### src/rtl/core/mntd_pkg.sv
// ----------------------------------------------------------------------------
// mntd_pkg
// Type codes and shared types for the numeric-to-double converter.
// ----------------------------------------------------------------------------
`default_nettype none
package mntd_pkg;
    localparam logic [15:0] TC_INT8   = 16'd1;
    localparam logic [15:0] TC_UINT8  = 16'd2;
    localparam logic [15:0] TC_INT16  = 16'd3;
    localparam logic [15:0] TC_UINT16 = 16'd4;
    localparam logic [15:0] TC_INT32  = 16'd5;
    localparam logic [15:0] TC_UINT32 = 16'd6;
    localparam logic [15:0] TC_SINGLE = 16'd7;
    localparam logic [15:0] TC_DOUBLE = 16'd9;
    localparam logic [15:0] TC_INT64  = 16'd12;
    localparam logic [15:0] TC_UINT64 = 16'd13;
    localparam logic [15:0] TC_UTF8   = 16'd16;

    localparam logic [1:0] K_INT  = 2'd0;
    localparam logic [1:0] K_PASS = 2'd1;
    localparam logic [1:0] K_ZERO = 2'd2;

    // Item after decode: magnitude to normalize or a finished pattern.
    typedef struct packed {
        logic [1:0]  kind;
        logic        neg;
        logic [63:0] mag;
        logic [10:0] exp_adj;
        logic [63:0] bits;
        logic        status;
        logic        last;
    } t_dec;

    // Item after normalization.
    typedef struct packed {
        logic [1:0]  kind;
        logic        neg;
        logic [63:0] norm;
        logic [10:0] expo;
        logic [63:0] bits;
        logic        status;
        logic        last;
    } t_nrm;
endpackage
`default_nettype wire

### src/rtl/core/mntd_decode.sv
// ----------------------------------------------------------------------------
// mntd_decode
// Select the type, extract sign and magnitude, form single/double patterns.
// ----------------------------------------------------------------------------
`default_nettype none
module mntd_decode (
    input  wire logic [15:0]     i_data_type,
    input  wire logic [63:0]     i_raw_value,
    input  wire logic            i_last,
    output mntd_pkg::t_dec       o_dec
);
    import mntd_pkg::*;

    logic [63:0] v_mag;
    logic [7:0]  v_ex;
    logic [22:0] v_fr;
    logic        v_sgn;

    always_comb begin
        v_sgn = i_raw_value[31];
        v_ex  = i_raw_value[30:23];
        v_fr  = i_raw_value[22:0];
        v_mag = '0;
        o_dec = '0;
        o_dec.last = i_last;
        o_dec.kind = K_INT;
        o_dec.exp_adj = 11'd1023;
        unique case (i_data_type)
            TC_INT8: begin
                o_dec.neg = i_raw_value[7];
                v_mag = {{56{i_raw_value[7]}}, i_raw_value[7:0]};
            end
            TC_UINT8, TC_UTF8: v_mag = {56'd0, i_raw_value[7:0]};
            TC_INT16: begin
                o_dec.neg = i_raw_value[15];
                v_mag = {{48{i_raw_value[15]}}, i_raw_value[15:0]};
            end
            TC_UINT16: v_mag = {48'd0, i_raw_value[15:0]};
            TC_INT32: begin
                o_dec.neg = i_raw_value[31];
                v_mag = {{32{i_raw_value[31]}}, i_raw_value[31:0]};
            end
            TC_UINT32: v_mag = {32'd0, i_raw_value[31:0]};
            TC_INT64: begin
                o_dec.neg = i_raw_value[63];
                v_mag = i_raw_value;
            end
            TC_UINT64: v_mag = i_raw_value;
            TC_DOUBLE: begin
                o_dec.kind = K_PASS;
                o_dec.bits = i_raw_value;
            end
            TC_SINGLE: begin
                o_dec.neg = v_sgn;
                if (v_ex == 8'hFF) begin
                    o_dec.kind = K_PASS;
                    o_dec.bits = {v_sgn, 11'h7FF, 52'd0};
                    if (v_fr != 23'd0) begin
                        o_dec.bits[51:29] = v_fr | 23'h400000;
                    end
                end else if (v_ex == 8'd0) begin
                    // subnormal: value fr * 2^-149 -> exp = p + 874
                    v_mag = {41'd0, v_fr};
                    o_dec.exp_adj = 11'd874;
                end else begin
                    o_dec.kind = K_PASS;
                    o_dec.bits = {v_sgn, 11'({3'd0, v_ex} + 11'd896), v_fr, 29'd0};
                end
            end
            default: begin
                o_dec.kind = K_ZERO;
                o_dec.status = 1'b1;
            end
        endcase
        if (o_dec.neg && o_dec.kind == K_INT && o_dec.exp_adj == 11'd1023) begin
            v_mag = 64'(0 - v_mag);
        end
        o_dec.mag = v_mag;
    end
endmodule
`default_nettype wire

### src/rtl/core/mntd_norm.sv
// ----------------------------------------------------------------------------
// mntd_norm
// Find the leading one and shift the magnitude to bit 63.
// ----------------------------------------------------------------------------
`default_nettype none
module mntd_norm (
    input  wire mntd_pkg::t_dec  i_dec,
    output mntd_pkg::t_nrm       o_nrm
);
    import mntd_pkg::*;

    logic [63:0] v_m;
    logic [6:0]  v_lz;

    always_comb begin
        v_m  = i_dec.mag;
        v_lz = '0;
        if (v_m[63:32] == '0) begin v_m = v_m << 32; v_lz[5] = 1'b1; end
        if (v_m[63:48] == '0) begin v_m = v_m << 16; v_lz[4] = 1'b1; end
        if (v_m[63:56] == '0) begin v_m = v_m << 8;  v_lz[3] = 1'b1; end
        if (v_m[63:60] == '0) begin v_m = v_m << 4;  v_lz[2] = 1'b1; end
        if (v_m[63:62] == '0) begin v_m = v_m << 2;  v_lz[1] = 1'b1; end
        if (v_m[63] == 1'b0)  begin v_m = v_m << 1;  v_lz[0] = 1'b1; end
        o_nrm.kind   = i_dec.kind;
        o_nrm.neg    = i_dec.neg;
        o_nrm.norm   = v_m;
        o_nrm.expo   = 11'(i_dec.exp_adj + 11'd63 - {4'd0, v_lz});
        o_nrm.bits   = i_dec.bits;
        o_nrm.status = i_dec.status;
        o_nrm.last   = i_dec.last;
    end
endmodule
`default_nettype wire

### src/rtl/core/mntd_round.sv
// ----------------------------------------------------------------------------
// mntd_round
// Round the normalized magnitude to 53 bits, nearest even, and pack.
// ----------------------------------------------------------------------------
`default_nettype none
module mntd_round (
    input  wire mntd_pkg::t_nrm  i_nrm,
    output logic [63:0]          o_bits
);
    import mntd_pkg::*;

    logic [53:0] v_keep;
    logic        v_g;
    logic        v_s;
    logic        v_up;
    logic [10:0] v_e;

    always_comb begin
        v_g  = i_nrm.norm[10];
        v_s  = |i_nrm.norm[9:0];
        v_up = v_g && (v_s || i_nrm.norm[11]);
        v_keep = {1'b0, i_nrm.norm[63:11]} + {53'd0, v_up};
        v_e = i_nrm.expo;
        if (v_keep[53]) begin
            v_e = 11'(v_e + 11'd1);
        end
        unique case (i_nrm.kind)
            K_INT: begin
                if (i_nrm.norm[63] == 1'b0) begin
                    o_bits = {i_nrm.neg, 63'd0};
                end else if (v_keep[53]) begin
                    o_bits = {i_nrm.neg, v_e, v_keep[52:1]};
                end else begin
                    o_bits = {i_nrm.neg, v_e, v_keep[51:0]};
                end
            end
            K_PASS:  o_bits = i_nrm.bits;
            default: o_bits = '0;
        endcase
    end
endmodule
`default_nettype wire

### src/rtl/core/mat_numeric_to_double_core.sv
// ----------------------------------------------------------------------------
// mat_numeric_to_double_core
// Widen one MAT v5 numeric sample to an IEEE-754 double bit pattern.
// ----------------------------------------------------------------------------
// Three register stages: decode, normalize, and round into the output
// register. One transaction per cycle unless stalled; an accepted input passes
// the decode, normalize and output registers in turn. The stages advance
// whenever the output register is free or being taken, so a stall holds all.
// ----------------------------------------------------------------------------
`default_nettype none
module mat_numeric_to_double_core (
    input  wire logic        i_clk,
    input  wire logic        i_rst_n,
    input  wire logic        s_axis_tvalid,
    output logic             s_axis_tready,
    input  wire logic [87:0] s_axis_tdata,  // data_type[15:0], raw_value[79:16]
    input  wire logic        s_axis_tlast,
    output logic             m_axis_tvalid,
    input  wire logic        m_axis_tready,
    output logic [63:0]      m_axis_tdata,  // double_bits[63:0]
    output logic             m_axis_tuser,  // status
    output logic             m_axis_tlast
);
    import mntd_pkg::*;

    logic   w_adv;
    t_dec   w_dec;
    t_nrm   w_nrm;
    logic [63:0] w_bits;
    t_dec   r_s1;
    t_nrm   r_s2;
    logic   r_v1, r_v2;

    assign w_adv = !m_axis_tvalid || m_axis_tready;
    assign s_axis_tready = w_adv;

    mntd_decode u_dec (
        .i_data_type (s_axis_tdata[15:0]),
        .i_raw_value (s_axis_tdata[79:16]),
        .i_last      (s_axis_tlast),
        .o_dec       (w_dec)
    );
    mntd_norm u_norm (.i_dec(r_s1), .o_nrm(w_nrm));
    mntd_round u_rnd (.i_nrm(r_s2), .o_bits(w_bits));

    always_ff @(posedge i_clk) begin
        if (!i_rst_n) begin
            r_v1 <= 1'b0;
            r_v2 <= 1'b0;
            m_axis_tvalid <= 1'b0;
        end else if (w_adv) begin
            r_v1 <= s_axis_tvalid;
            r_v2 <= r_v1;
            m_axis_tvalid <= r_v2;
        end
    end

    always_ff @(posedge i_clk) begin
        if (w_adv) begin
            r_s1 <= w_dec;
            r_s2 <= w_nrm;
            m_axis_tdata <= w_bits;
            m_axis_tuser <= r_s2.status;
            m_axis_tlast <= r_s2.last;
        end
    end

    a_hold: assert property (@(posedge i_clk) disable iff (!i_rst_n)
        m_axis_tvalid && !m_axis_tready |=> m_axis_tvalid && $stable(m_axis_tdata))
        else $error("output changed under stall");
    a_err_zero: assert property (@(posedge i_clk) disable iff (!i_rst_n)
        m_axis_tvalid && m_axis_tuser |-> m_axis_tdata == 64'd0)
        else $error("unsupported type gave nonzero data");
    a_flow: assert property (@(posedge i_clk) disable iff (!i_rst_n)
        r_v2 && w_adv |=> m_axis_tvalid)
        else $error("item lost at output");
endmodule
`default_nettype wire
### config.mk
export PLATFORM = sky130hd
export DESIGN_NAME = mat_numeric_to_double_core
export DESIGN_NICKNAME = d
export VERILOG_FILES = /design/src/rtl/core/mntd_pkg.sv /design/src/rtl/core/mntd_decode.sv /design/src/rtl/core/mntd_norm.sv /design/src/rtl/core/mntd_round.sv /design/src/rtl/core/mat_numeric_to_double_core.sv
export SDC_FILE = /design/constraint.sdc
export NUM_CORES = 1
export LEC_CHECK = 0
export ABC_AREA = 1
export BUFFER_PORTS_ARGS = -buffer_cell sky130_fd_sc_hd__buf_2
export CORE_MARGIN = 2
export CORE_UTILIZATION = 40
export DETAILED_ROUTE_END_ITERATION = 12
export PLACE_DENSITY = 0.67
export SYNTH_ARGS = -nofsm -noshare
export SYNTH_HDL_FRONTEND = slang
export SYNTH_HIERARCHICAL = 1
export SYNTH_SLANG_ARGS = --single-unit
### constraint.sdc
create_clock -name i_clk -period 13.6 [get_ports i_clk]
set_input_delay 2.72 -clock i_clk [delete_from_list [all_inputs] [get_ports i_clk]]
set_output_delay 2.72 -clock i_clk [all_outputs]
set_load 0.02 [all_outputs]
==> results of run 1 <==
-- routing by layer --
layer,global-route usage,part of all wire,vias to the layer above
met5,0,0.000095,-
met4,0.108,0.046,2
met3,0.0285,0.079,147
met2,0.368,0.44,876
met1,0.339,0.44,9396
li1,-,-,9997
-- worst paths after layout --
check,to,cells past startpoint,slack [ns]
setup / recovery,r_s2[75],33,6.82
hold / removal,r_s2[9],0,0.41
setup reg to reg,r_s2[75],33,6.82
hold reg to reg,r_s2[9],0,0.41
-- per-stage QoR --
| step | cell area (sq um) | util | power [uW] |
|---|---|---|---|
| final | 25300 | 0.438 | 4150 |
| after detailed placement | 24200 | 0.417 | 3180 |
| after global placement | 24200 | 0.417 | 3160 |
| after CTS | 25300 | 0.438 | 4160 |
| after floorplan | 23500 | - | 2830 |
| after global routing | 25300 | 0.438 | 4460 |
-- registers in the layout (all words and copies together) (netlist names) --
register       cells
r_v2               1
m_axis_tuser       1
r_v1               1
m_axis_tvalid      1
m_axis_tdata      64
r_s1             144
r_s2             144
m_axis_tlast       1
-- cells in the final DEF (no fill, tap or decap), types with 5 or more instances in the layout --
cell | synthesis | layout
a21oi_1 | 39 | 39
a31oi_1 | 29 | 29
buf_2 | 44 | 152
buf_4 | 99 | 14
clkbuf_16 | 0 | 39
clkinv_1 | 1 | 8
clkinv_2 | 0 | 10
conb_1 | 2 | 7
edfxtp_1 | 354 | 354
ha_1 | 19 | 19
inv_1 | 220 | 220
inv_2 | 25 | 25
nand2_1 | 1124 | 1123
nand2_2 | 29 | 29
nand2_4 | 8 | 9
nand3_1 | 249 | 248
nand3_2 | 10 | 11
nand3b_1 | 28 | 28
nand4_1 | 43 | 43
nor2_1 | 377 | 376
nor2_2 | 30 | 30
nor2_4 | 24 | 25
nor3_1 | 18 | 18
o21ai_0 | 64 | 63
o21ai_1 | 36 | 37
o21bai_1 | 10 | 10
o22ai_1 | 26 | 26
o32ai_1 | 5 | 5
xnor2_1 | 27 | 27
xor2_1 | 45 | 45
-- where the power goes --
group	internal, uW	switching (uW)
Sequential	1440	159
Combinational	483	1090
Clock	550	426
-- Yosys cell counts (all sizes together) (2+ instances only) --
cell | number | share of area
nand2 | 1161 | 0.19
nor2 | 433 | 0.081
edfxtp | 354 | 0.45
nand3 | 261 | 0.059
inv | 247 | 0.040
buf | 159 | 0.047
o21ai | 103 | 0.022
nand4 | 46 | 0.013
xor2 | 45 | 0.017
a21oi | 40 | 0.0087
clkbuf | 32 | 0.0051
a31oi | 29 | 0.0077
nand3b | 29 | 0.0094
xnor2 | 27 | 0.010
o22ai | 26 | 0.0069
ha | 19 | 0.010
nor3 | 19 | 0.0043
o21bai | 11 | 0.0037
o32ai | 5 | 0.0019
and2 | 3 | 0.00080
dfxtp | 3 | 0.0026
conb | 2 | 0.00032
nor4 | 2 | 0.00053
-- final cells by class --
class / count / area, sq um / share of cell area
inverter: 248 / 936 / 0.0369
antenna: 1 / 2.50 / 0.0000988
sequential: 357 / 10700 / 0.422
multi-input combinational: 2279 / 10700 / 0.423
clock buffer: 43 / 991 / 0.0391
clock inverter: 25 / 189 / 0.00746
tap: 765 / 957 / 0.0378
timing repair buffer: 166 / 866 / 0.0342
-- logic make-up (layout without fill, tap and decap cells) --
group                    count (synthesis)  count (layout)  synth area share
XOR/XNOR                                72              72            0.0268
flip-flops                             357             357             0.455
buffers and inverters                  439             482            0.0916
other                                    2               8          0.000319
adder cells (fa/ha/maj)                 20              20            0.0110
AO/OA/AOI/OAI                          224             224            0.0560
AND/OR/NAND/NOR                       1956            1956             0.360
==> reports/results.ini, run 1 <==
[outcome]
outcome=finished, final reports clean

[clock_network]
clkTransAtPathRegs_ns=0.07
post_cts_resized=0
cts_root_buffer=clkbuf_16
htree_levels=2
postCtsSetupBuffers=0
cts_buffer_depth=3
insertion_delay_ns=0.56
clock_sinks=357
numCtsBuffers=39
cts_hold_buf=0
cts_tree=done

[timing]
rsz0062_at_grt=false
fin_setup_tns_ns=0
whs_ns=0.408
worst_slew_pin_slew_ns=1.25
post-route-min-period_ns=6.78
skew_ns=0.0255
period_share=0.498
hold_violations=0
slew_violations=0
setup_slack_ns=6.82
slew_headroom=0.166
fmax_ghz=0.148
finalSetupViolations=0

[drt]
detail-route-antenna-nets=0
routed_wl_mm=73.9
num_vias=20400
detail_route.first_pass.iterations=6
viasPerCell=5.26
drtIter0Drc=2133
drc=0
post_drt_wl_per_cell_microns=19.0

[power_and_ir_drop]
leakagePower_uw=0.0127
irDropWorstVdd_uv=136
p_per_area_mw_per_mm2=164

[cells_and_area]
fillers=5974
drive_gt1_frac=0.119
fin_cells=3884
syn_to_final_growth_pct=7.76
nets=3204

[worst_setup_path]
path_buf_inv=4
startpoint_type=flop
worstReg2RegStart=r_s1[139]
slowest_delay_ns=0.57
path_common_cell=nand2_1
end_kind=flop
critical_path_class=reg -> reg
cpMaxStageDelayCell=nor2_4
setup.worst_path.start=r_s1[139]
crit_family=simple AND/OR/NAND/NOR gates
worstPathMaxFanout=62
arrival_ns=7.07
crit_required_ns=13.89

[global_route]
antenna_found_initial=3
grt-ovfl-total=0
grt_pass1_vias=18000
grt_pass1_wl_mm=109
gr-usage-all-layers=0.240
grt_start_max_net_pins=78

[logic_synthesis]
yosysSeqAreaShare=0.455
ys_ff_latch=357
synth_edf_count=354
syn_avg_cell_area_sq_um=7.66
ys_warn_count=6
synthArstFlopShare=0
netlist_instances=3070
netlist_area_sq_mm=0.0235
synth.distinct_cells=56
synth_top_flop_cell=edfxtp_1

[die]
core_region_area_sq_mm=0.0579
dieArea_sq_mm=0.0607
io_pins=161
die_h_microns=246
rows=88
start_util=0.406
fp.dieW_microns=246

[placed_design]
routabilityCongestion=1.05
place_inst=3815
pre_cts_ws_ns=6.99
io_buffers=152
dp_hpwl_mm=59.0

[hold_path]
hold_path_class=reg -> reg
min_from=r_s1[9]

[run]
maxCapViolCount=0

(Power assumes the default switching activity.)
==> run 2, diff against run 1 <==
ABC_AREA = 0   (was 1)
clock period = 6 ns   (was 13.6 ns; I/O delays follow)
==> reports/results.ini, run 2 <==
[drt]
drc=0  ; unchanged
num_vias=18000  ; was 20400
top_layer_used=met5  ; unchanged
detail-route-antenna-nets=0  ; unchanged
routed_wl_mm=77.2  ; was 73.9 mm
viasPerCell=6.10  ; was 5.26
wl_met1_mm=33.3  ; was 32.3 mm
dr_wl_met2_mm=34.5  ; was 32.4 mm
drtIter0Drc=2506  ; was 2133
post_drt_wl_per_cell_microns=26.1  ; was 19.0 microns
dr_wl_met3_mm=5.88  ; was 5.82 mm
detail_route.first_pass.iterations=6  ; unchanged

[cells_and_area]
fillers=5280  ; was 5974
utilization=0.442  ; was 0.438
syn_to_final_growth_pct=9.91  ; was 7.76%
drive_gt1_frac=0.173  ; was 0.119
reg.largest.list=r_s1 x144, r_s2 x144, m_axis_tdata x64  ; unchanged
nets=2283  ; was 3204
stdcell_area_sq_mm=0.0248  ; was 0.0253 sq mm
fin_cells=2958  ; was 3884
layout_common_cells=354 x edfxtp_1, 212 x nand2_1, 164 x mux2i_1, 152 x buf_2, 108 x nor2_1  ; was 1123 x nand2_1, 376 x nor2_1, 354 x edfxtp_1, 248 x nand3_1, 220 x inv_1
layout_commonest_cell=edfxtp_1  ; was nand2_1

[power_and_ir_drop]
irDropWorstVdd_uv=162  ; was 136 uV
p_per_area_mw_per_mm2=291  ; was 164 mW/mm^2
leakagePower_uw=0.00979  ; was 0.0127 uW
p_total_uw=7230  ; was 4150 uW

[worst_setup_path]
worstPathMaxFanout=10  ; was 62
r2r_setup_slack_ns=0.38  ; was 6.82 ns
startpoint_type=flop  ; unchanged
path_common_cell=a21oi_1  ; was nand2_1
cpMaxStageDelayCell=o41ai_1  ; was nor2_4
arrival_ns=5.94  ; was 7.07 ns
worstReg2RegStart=r_s1[99]  ; was r_s1[139]
slowest_delay_ns=0.63  ; was 0.57 ns
end_kind=flop  ; unchanged
path_cells=nor4_1 -> nand4_1 -> o41ai_1 -> o21ai_1 -> nand3_1 -> nor4_1 -> o211a_4 -> nor2_8 -> inv_2 -> ha_1 -> ha_1 -> a21o_1 -> a21oi_1 -> o21bai_1 -> a21oi_1 -> nor2b_1 -> nor3_1 -> o21bai_1 -> a21oi_1 -> xnor2_1
critical_path_class=reg -> reg  ; unchanged
setup.worst_path.start=r_s1[99]  ; was r_s1[139]
crit_required_ns=6.32  ; was 13.89 ns

[logic_synthesis]
synth.top_cell.area_share=0.471  ; was 0.452
netlist_instances=2120  ; was 3070
synth_xor_area_frac=0.0326  ; was 0.0268
synth_top_family_by_area=simple AND/OR/NAND/NOR gates  ; unchanged
yosys-top-cells-area=edfxtp_1 47%, mux2i_1 7.3%, nand2_1 3.5%  ; was edfxtp_1 45%, nand2_1 18%, nor2_1 6.0%
synth-simple-area-share=0.170  ; was 0.360
syn_avg_cell_area_sq_um=10.6  ; was 7.66 sq um
ys_ff_latch=357  ; unchanged
synth_compound_area_frac=0.160  ; was 0.0560
synth.area.mux_share=0.0932  ; was 0
synth_common_cells=354 x edfxtp_1, 212 x nand2_1, 164 x mux2i_1, 109 x nor2_1, 104 x o21ai_0  ; was 1124 x nand2_1, 377 x nor2_1, 354 x edfxtp_1, 249 x nand3_1, 220 x inv_1
yosysMostFrequentCell=edfxtp_1  ; was nand2_1
ys_warn_count=6  ; unchanged
synth_edf_count=354  ; unchanged
yosysTopAreaCell=edfxtp_1  ; unchanged
synth_top_flop_cell=edfxtp_1  ; unchanged
synth_fa_ha_area_frac=0.0114  ; was 0.0110
synth.distinct_cells=108  ; was 56
synthArstFlopShare=0  ; unchanged
yosysSeqAreaShare=0.474  ; was 0.455
netlist_area_sq_mm=0.0226  ; was 0.0235 sq mm

[clock_network]
clkTransAtPathRegs_ns=0.06  ; was 0.07 ns
clock_sinks=357  ; unchanged
post_cts_resized=0  ; unchanged
htree_levels=2  ; unchanged
cts_tree=done  ; unchanged
postCtsSetupBuffers=0  ; unchanged
insertion_delay_ns=0.57  ; was 0.56 ns
cts_root_buffer=clkbuf_16  ; unchanged
numCtsBuffers=39  ; unchanged
cts_hold_buf=0  ; unchanged
cts_buffer_depth=3  ; unchanged

[timing]
rsz0062_at_grt=false  ; unchanged
fmax_ghz=0.178  ; was 0.148 GHz
slew_violations=0  ; unchanged
slew_headroom=0.242  ; was 0.166
skew_ns=0.0151  ; was 0.0255 ns
finalSetupViolations=0  ; unchanged
hold_violations=0  ; unchanged
post-route-min-period_ns=5.62  ; was 6.78 ns
period_share=0.937  ; was 0.498
worst_slew_pin_slew_ns=1.14  ; was 1.25 ns

[global_route]
grt-ovfl-total=0  ; unchanged
antenna_found_initial=4  ; was 3
grt_pass1_wl_mm=113  ; was 109 mm
grt_start_max_net_pins=191  ; was 78
gr-usage-all-layers=0.256  ; was 0.240
grt_pass1_vias=17000  ; was 18000

[outcome]
outcome=finished, final reports clean  ; unchanged

[die]
fp.dieW_microns=242  ; was 246 microns
core_region_area_sq_mm=0.0561  ; was 0.0579 sq mm
dieArea_sq_mm=0.0583  ; was 0.0607 sq mm
start_util=0.402  ; was 0.406
die_h_microns=242  ; was 246 microns
rows=87  ; was 88
io_pins=161  ; unchanged

[placed_design]
io_buffers=152  ; unchanged
routabilityCongestion=0.984  ; was 1.05
dpl_cell_area_sq_mm=0.0236  ; was 0.0242 sq mm
dp_hpwl_mm=59.1  ; was 59.0 mm
place_inst=2885  ; was 3815

[hold_path]
hold_path_class=reg -> reg  ; unchanged
min_from=r_s1[10]  ; was r_s1[9]

[run]
maxCapViolCount=0  ; unchanged

[run 2: changes by cell type after synthesis, sizes merged, moves of 45 or more]
cell,before,now
a21oi,40,104
a22o,1,50
and2,3,48
inv,247,26
mux2i,0,164
nand2,1161,212
nand3,261,72
nor2,433,110
nor3,19,72
nor4,2,56
[run 2: worst paths after layout]
check	end	depth (start not counted)
min	r_s2[10]	0
max	r_s2[76]	20
min reg2reg	r_s2[10]	0
max reg2reg	r_s2[76]	20
[run 2: through the flow]
step | setup slack (ns) | TNS [ns] | hold slack, ns
2_1_floorplan | -1.16 | -412.66 | 0.400
3_3_place_gp | 0.460 | 0 | 0.401
3_5_place_dp | 0.472 | 0 | 0.405
4_1_cts | 0.448 | 0 | 0.413
5_1_grt | 0.0515 | 0 | 0.420
6_report | 0.379 | 0 | 0.412
[run 2: cell families after synthesis]
logic type,count (synthesis)
and+or+nand+nor,713
AOI/OAI and AO/OA,502
DFF,357
buffers and inverters,237
muxes,205
xor gates and xnor gates,84
adders and majority gates,20
other,2
[run 2: worst max-delay path, delay by kind of cell, from the launching register on]
kind | cells | cell delay (ns)
adder cells (fa/ha/maj) | 2 | 0.40
XOR/XNOR | 1 | 0.09
AO/OA/AOI/OAI | 9 | 2.26
buffers and inverters | 1 | 0.08
flip-flops | 1 | 0.59
AND/OR/NAND/NOR | 7 | 1.93
[run 2: where the power goes]
part | switching [uW] | internal, uW | leakage [uW] | total (uW)
logic | 1090 | 668 | 0.00500 | 1760
clock network | 985 | 1250 | 0.000573 | 2230
registers | 244 | 2990 | 0.00422 | 3240
[run 2: routing by layer]
metal | vias to the layer above | track usage
met5 | - | 0
met4 | 2 | 0.111
met3 | 141 | 0.0321
met2 | 947 | 0.396
met1 | 8784 | 0.361
li1 | 8167 | -
[run 2: cell type report]
| type | count | area [sq um] | area share |
|---|---|---|---|
| sequential | 357 | 10700 | 0.431 |
| clock buffer | 44 | 995 | 0.0401 |
| timing repair buffer | 215 | 1250 | 0.0503 |
| tap | 756 | 946 | 0.0381 |
| inverter | 26 | 101 | 0.00409 |
| antenna | 3 | 7.51 | 0.000303 |
| multi-input combinational | 1531 | 10600 | 0.428 |
| clock inverter | 26 | 191 | 0.00772 |
